--- config.mk ---
export PLATFORM = sky130hd
export DESIGN_NAME = obo_trig
export DESIGN_NICKNAME = d
export VERILOG_FILES = /design/src/obo_pkg.sv /design/src/obo_trig.sv
export SDC_FILE = /design/constraint.sdc
export NUM_CORES = 1
export LEC_CHECK = 0
export ABC_AREA = 1
export ABC_CLOCK_PERIOD_IN_PS = 14300
export BUFFER_PORTS_ARGS = -buffer_cell sky130_fd_sc_hd__buf_2
export CAP_MARGIN = 10
export CELL_PAD_IN_SITES_DETAIL_PLACEMENT = 0
export CELL_PAD_IN_SITES_GLOBAL_PLACEMENT = 1
export CORE_MARGIN = 1
export CORE_UTILIZATION = 45
export CTS_BUF_LIST = sky130_fd_sc_hd__clkbuf_8
export DETAILED_ROUTE_END_ITERATION = 8
export PLACE_DENSITY = 0.81
export SYNTH_ARGS = -nofsm -noshare
export SYNTH_HDL_FRONTEND = slang
export SYNTH_SLANG_ARGS = --single-unit
--- constraint.sdc ---
create_clock -name clk -period 14.3 [get_ports clk]
set_input_delay 2.86 -clock clk [delete_from_list [all_inputs] [get_ports clk]]
set_output_delay 2.86 -clock clk [all_outputs]
set_load 0.02 [all_outputs]
--- src/obo_pkg.sv ---
// ----------------------------------------------------------------------------
// Oriented box overlap package
// Widths, beat types, reject codes and the sine table shared by the core.
// ----------------------------------------------------------------------------
`timescale 1ns / 1ps
`default_nettype none

package obo_pkg;

  localparam int COORD_BITS = 16;
  localparam int TRIG_BITS  = 15;
  localparam int ANGLE_BITS = 9;
  localparam int STAGE_BITS = 4;

  localparam int SIZE_BITS = COORD_BITS - 1;
  localparam int DIFF_BITS = COORD_BITS + 1;
  localparam int TRIG_FRAC = TRIG_BITS - 1;
  // Signed trig width; one extra bit so that exactly +1.0 and -1.0 fit.
  localparam int TRIG_W    = TRIG_BITS + 1;

  // Axis-test widths.
  localparam int EXT_W  = SIZE_BITS + TRIG_W + 1;
  localparam int PROJ_W = EXT_W + TRIG_W;
  localparam int DOT_W  = DIFF_BITS + TRIG_W + 1;
  localparam int CMP_W  = PROJ_W + TRIG_W;

  // Bounding-circle widths.
  localparam int SQ_D_W = 2 * DIFF_BITS;
  localparam int SQ_S_W = 2 * SIZE_BITS;
  localparam int P_W    = SQ_D_W + 3;
  localparam int Q_W    = SQ_S_W + 1;
  localparam int L_W    = P_W + 1;
  localparam int LB_W   = Q_W + 1;

  localparam int QUARTER   = 90;
  localparam int HALF      = 180;
  localparam int THREE_Q   = 270;
  localparam int FULL      = 360;
  localparam int QIDX_BITS = $clog2(QUARTER + 1);

  localparam longint unsigned RAD_PER_DEG_Q30 = 64'd18740330;
  localparam int TAYLOR_TERMS = 8;

  localparam logic [STAGE_BITS-1:0] REJ_NONE    = STAGE_BITS'(0);
  localparam logic [STAGE_BITS-1:0] REJ_CIRCLE  = STAGE_BITS'(1);
  localparam logic [STAGE_BITS-1:0] REJ_A_EDGE0 = STAGE_BITS'(2);
  localparam logic [STAGE_BITS-1:0] REJ_A_EDGE1 = STAGE_BITS'(3);
  localparam logic [STAGE_BITS-1:0] REJ_B_EDGE0 = STAGE_BITS'(6);
  localparam logic [STAGE_BITS-1:0] REJ_B_EDGE1 = STAGE_BITS'(7);

  typedef struct packed {
    logic signed [COORD_BITS-1:0] a_center_x;
    logic signed [COORD_BITS-1:0] a_center_y;
    logic [SIZE_BITS-1:0]         a_width;
    logic [SIZE_BITS-1:0]         a_height;
    logic [ANGLE_BITS-1:0]        a_angle;
    logic signed [COORD_BITS-1:0] b_center_x;
    logic signed [COORD_BITS-1:0] b_center_y;
    logic [SIZE_BITS-1:0]         b_width;
    logic [SIZE_BITS-1:0]         b_height;
    logic [ANGLE_BITS-1:0]        b_angle;
  } item_t;

  typedef struct packed {
    logic                  overlap;
    logic [STAGE_BITS-1:0] reject_stage;
  } result_t;

  // Orientation and size of one box as seen by an axis unit.
  typedef struct packed {
    logic signed [TRIG_W-1:0] c;
    logic signed [TRIG_W-1:0] s;
    logic [SIZE_BITS-1:0]     w;
    logic [SIZE_BITS-1:0]     h;
  } box_geom_t;

  typedef logic [TRIG_BITS-1:0] sine_table_t [0:QUARTER];

  // Unsigned quotient by shift and subtract, evaluated at elaboration only.
  function automatic longint unsigned div_u64(longint unsigned num,
                                              longint unsigned den);
    longint unsigned quo;
    longint unsigned rem;
    quo = 64'd0;
    rem = 64'd0;
    for (int i = 63; i >= 0; i--) begin
      rem = {rem[62:0], num[i]};
      if (rem >= den) begin
        rem    = rem - den;
        quo[i] = 1'b1;
      end
    end
    return quo;
  endfunction

  // Q30 Taylor series of sin(deg), evaluated at elaboration only.
  function automatic longint unsigned sine_q30(int unsigned deg);
    longint unsigned x;
    longint unsigned term;
    longint          sum;
    x    = longint'(deg) * RAD_PER_DEG_Q30;
    term = x;
    sum  = longint'(x);
    for (int k = 1; k <= TAYLOR_TERMS; k++) begin
      term = (term * x) >> 30;
      term = (term * x) >> 30;
      term = div_u64(term, longint'((2 * k) * (2 * k + 1)));
      if ((k & 1) == 1) sum = sum - longint'(term);
      else              sum = sum + longint'(term);
    end
    return (sum < 0) ? 64'd0 : longint'(sum);
  endfunction

  function automatic sine_table_t build_sine_table();
    sine_table_t      tbl;
    longint unsigned  q;
    for (int d = 0; d <= QUARTER; d++) begin
      q = (sine_q30(d) + (64'd1 << (29 - TRIG_FRAC))) >> (30 - TRIG_FRAC);
      tbl[d] = TRIG_BITS'(q);
    end
    return tbl;
  endfunction

  localparam sine_table_t SINE_TABLE = build_sine_table();

  // Signed sine of an angle already reduced to 0..359 degrees.
  function automatic logic signed [TRIG_W-1:0] sine_of(logic [ANGLE_BITS-1:0] d);
    logic [ANGLE_BITS-1:0]    r;
    logic                     neg;
    logic signed [TRIG_W-1:0] mag;
    if (d <= ANGLE_BITS'(QUARTER)) begin
      r   = d;
      neg = 1'b0;
    end else if (d <= ANGLE_BITS'(HALF)) begin
      r   = ANGLE_BITS'(HALF) - d;
      neg = 1'b0;
    end else if (d <= ANGLE_BITS'(THREE_Q)) begin
      r   = d - ANGLE_BITS'(HALF);
      neg = 1'b1;
    end else begin
      r   = ANGLE_BITS'(FULL) - d;
      neg = 1'b1;
    end
    mag = $signed(TRIG_W'(SINE_TABLE[r[QIDX_BITS-1:0]]));
    return neg ? -mag : mag;
  endfunction

endpackage

`default_nettype wire

--- src/obo_trig.sv ---
// ----------------------------------------------------------------------------
// Oriented box overlap: sine and cosine lookup
// Reduces a degree angle and returns registered Q1.14 sine and cosine.
// ----------------------------------------------------------------------------
`timescale 1ns / 1ps
`default_nettype none

module obo_trig
  import obo_pkg::*;
(
  input  wire logic                     clk,
  input  wire logic                     en,
  input  wire logic [ANGLE_BITS-1:0]    angle,
  output logic signed [TRIG_W-1:0]      sin_q,
  output logic signed [TRIG_W-1:0]      cos_q
);

  logic [ANGLE_BITS-1:0] deg;
  logic [ANGLE_BITS-1:0] deg_shift;
  logic [ANGLE_BITS-1:0] deg_cos;

  // Cosine is the sine of the angle advanced by a quarter turn.
  always_comb begin
    deg       = (angle >= ANGLE_BITS'(FULL)) ? angle - ANGLE_BITS'(FULL) : angle;
    deg_shift = deg + ANGLE_BITS'(QUARTER);
    deg_cos   = (deg_shift >= ANGLE_BITS'(FULL)) ? deg_shift - ANGLE_BITS'(FULL)
                                                 : deg_shift;
  end

  always_ff @(posedge clk) begin
    if (en) begin
      sin_q <= sine_of(deg);
      cos_q <= sine_of(deg_cos);
    end
  end

endmodule

`default_nettype wire

==> flow_results.org <==
** Pwr
- Largest voltage drop on the vdd net :: 0.0982 mV
- Leakage power :: ~0.0038 µW
- For this design the total switching power over the nets is ~950 µW.
- Combinational group share of total power :: about 83%
- Share of total power consumed by net switching :: around three fifths
- In this run the power density over the cells is 212 mW/mm².
- The internal power of the cells totals 597 µW.
- Clk pwr share :: under 10%
- Sequential group share of total power :: 11.7%

** Placed design
- Count of input and output buffers :: 42
- After legalization and detailed placement, the total HPWL measured 17,100 µm.
- Final weighted congestion in routability-driven placement :: ~1.0
- Instance area at placement :: 0.00720 mm²

** Global routing
- After global routing, the most crowded layer is met2.
- Global Route met2 Usage :: about 44%
- Met3 track utilization from global routing :: 3.84%
- Via count of the first global-routing pass :: between 7,000 and 8,000
- The first global-routing pass estimated ~37,000 µm of wire.
- Global routing used 39.5% of the available met1 tracks.
- Global routing finished with a remaining overflow of 0.
- The initial antenna violation count came to 0.
- Entering global routing, the biggest net connects between 40 and 50 pins.
- Across every metal layer, demand over resource in global routing totals approximately 28%.

** Synthesis
- The synthesized netlist contains slightly above 50 unique library cells.
- For this run, the register share of the synthesized area comes to a little over an eighth.
- The biggest area contributor in the post-synthesis netlist is sky130_fd_sc_hd__nand2_1.
- Sorting the synthesized cells by area gives the leading types as sky130_fd_sc_hd__nand2_1 22%, sky130_fd_sc_hd__edfxtp_1 14%, sky130_fd_sc_hd__nand3_1 13%.
- The share of synthesized area in the top cell type comes to a little over a fifth.
- When the netlist entered floorplanning its net count stood at ~1,300.
- Syn Area/Cell :: ~5.7 µm²
- Combined area of all synthesized cells :: between 0.007 and 0.008 mm²
- Count of mapped cells out of synthesis :: around 1,200
- Post-synthesis sequential element count :: 32
- The Yosys step of the flow raised 0 warnings.

** Timing
- Static timing analysis puts the maximum clock frequency at 109 MHz.
- For the final routed database, the setup TNS stands at 0 ns.
- Hold slack :: approximately 3.2 ns
- Fin. max-slew vios :: 0
- Worst-Margin Slew :: ~0.91 ns
- Headroom to the max-slew limit came out at between 30% and 40%.
- Setup violations remaining at the end of the flow were counted as 0.
- Period utilization :: between 60 and 70%
- The final-report hold violation count was 0.
- Setup repair after global routing missed its margin :: false
- Shortest clock period the worst path allows after layout :: 9.15 ns

** Run status
- Outcome :: completed

** Min path
- Worst Hold Launch :: en
- The min-delay analysis places its worst path in the category in2reg.

** Clock tree
- Total clock buffers created by CTS :: 5
- In this run, post-CTS hold repair placed 0 buffers.
- Master cell of the clock root buffer :: sky130_fd_sc_hd__clkbuf_8
- Clock slew seen by the registers of the worst setup and hold paths :: approximately 0.060 ns
- Post CTS Setup Buffer Count :: 0
- The tree built by TritonCTS fans out to 32 sinks.
- Deepest clock path buffer count :: 2
- TritonCTS built the clock tree.
- Number of resized instances in the post-cts repair step :: 0
- CTS H-tree lvls :: 2

** Finish
- After routing the design area is ~0.0073 mm².
- Utilization after layout :: between 40% and 50%
- The repair_antennas step left the layout with diodes totalling 0.
- The net count of the finished layout is 1,281.
- In the layout the commonest cells are 410 x sky130_fd_sc_hd__nand2_1, 184 x sky130_fd_sc_hd__nand3_1, 104 x sky130_fd_sc_hd__inv_1, 92 x sky130_fd_sc_hd__nor2_1, 58 x sky130_fd_sc_hd__o21ai_0.
- Compared with the post-synthesis result, the final layout area differs by 4.10%.
- Most common cell after layout, fill and taps aside :: sky130_fd_sc_hd__nand2_1
- Layout cell share with drive strength beyond 1 :: between 10 and 15%

** Worst setup path
- Biggest fanout along the worst timing path :: 39
- Master of the slowest instance on the critical path :: sky130_fd_sc_hd__inv_2
- The critical path starts at angle[0].
- Endpoint required time on the critical path :: 14.32 ns
- Classification of the worst setup path :: in2reg
- Termination of the worst setup path :: cos_q[14]
- The largest single stage delay on the critical path is between 0.6 and 0.7 ns.
- STA puts the critical path data arrival time at 9.17 ns.
- Startpoint class of the critical path :: input pin
- Cell repeated most along the worst path :: sky130_fd_sc_hd__nand2_1
- The worst setup path is captured at a flop.

** Die
- The initial utilization of the core area, before any placement, comes to between 40% and 50%.
- In this run the count of I/O pins placed on the die edge is 43.
- Core outline area :: 0.0152 mm²
- Vertical die dimension :: around 130 µm
- Horizontal extent of the die :: 127 µm
- Die footprint :: between 0.015 and 0.02 mm²
- Row cnt :: 45

** Routing
- Vias :: about 8,200
- Wirelength per Cell :: ~16 µm
- Residual DRC count :: 0
- Iteration count of the initial detailed-routing pass :: 6
- Antenna violation net count after detailed routing :: 0
- After detailed routing, the number of vias per cell comes to ~5.7.
- For this block, the routed nets add up to between 20,000 and 25,000 µm of wire.
- Violation count after the first detailed-route iteration :: roughly 1,200

** Run
- The tool flagged a number of max-cap violations equal to 0.
[how the worst min path moves through the flow]
| stage | endpoint | slack (ns) | depth (start not counted) |
|---|---|---|---|
| finish | cos_q[4] | 3.15 | 1 |
| detailed placement | cos_q[14] | 3.30 | 1 |
| global placement | cos_q[11] | 3.30 | 1 |
| floorplan | cos_q[0] | 2.97 | 0 |
| CTS | cos_q[7] | 3.17 | 1 |
| global route | sin_q[9] | 3.19 | 1 |
[critical path: cells and delay by family]
family                     cells  cell delay, ns
buffers and inverters          4            1.31
adders and majority gates      3            0.65
and+or+nand+nor               33            4.31
[layer usage]
layer,part of all wire [%],up-vias
met1,44,3627
met2,44,439
li1,-,4048
met4,2.6,0
met3,9.2,59
met5,0,-
[cells by family after synthesis]
kind of cell,after synthesis,synth area share (%)
compound gates,164,14.2
fa+ha+maj,36,6.52
flops,32,13.7
buf+inv,182,11.5
xor+xnor,23,2.98
simple gates,791,51.1
[registers in the layout, indices dropped and copies added (netlist names)]
name / count
sin_q: 16
cos_q: 16
[per-stage QoR]
step / instances / total power, µW / worst slack [ns]
3_3_place_gp: 1415 / 1450 / 5.08
5_1_grt: 1423 / 1690 / 4.59
6_report: 1423 / 1550 / 5.15
3_5_place_dp: 1415 / 1430 / 5.06
4_1_cts: 1423 / 1520 / 5.31
2_1_floorplan: 1228 / 1170 / 6.70
[power by group through the flow]
stage               Clock, µW  Combinational [µW]  Sequential [µW]
floorplan                   0                 935              238
finish                   80.3                1290              181
CTS                      81.7                1260              181
global route             85.8                1420              185
global placement            0                1260              184
detailed placement          0                1250              183
[cells in the mapped netlist, drive strengths merged]
master and count:
a22oi 1, o32ai 2, a211oi 1, a32oi 1
o31ai 2, a21oi 40, xnor2 10, nand3b 3
o22ai 3, clkbuf 13, edfxtp 32, o221ai 4
nor3 11, or2 3, o211ai 14, o21ai 81
nand2 453, buf 36, a31oi 9, o311ai 3
nand3 200, inv 133, nand4 13, fa 1
nor2 108, xor2 13, ha 35, a221oi 2
a21o 1
[area by class of cell]
type | count | area [µm²]
fillers | 1645 | 7890
multi-input cells | 1014 | 5250
flip-flops and latches | 32 | 961
inverters | 133 | 499
repair buffers | 48 | 255
well taps | 188 | 235
clock buffers | 5 | 68.8
clock inverters | 3 | 37.5
Power figures use the tool's default switching activity.
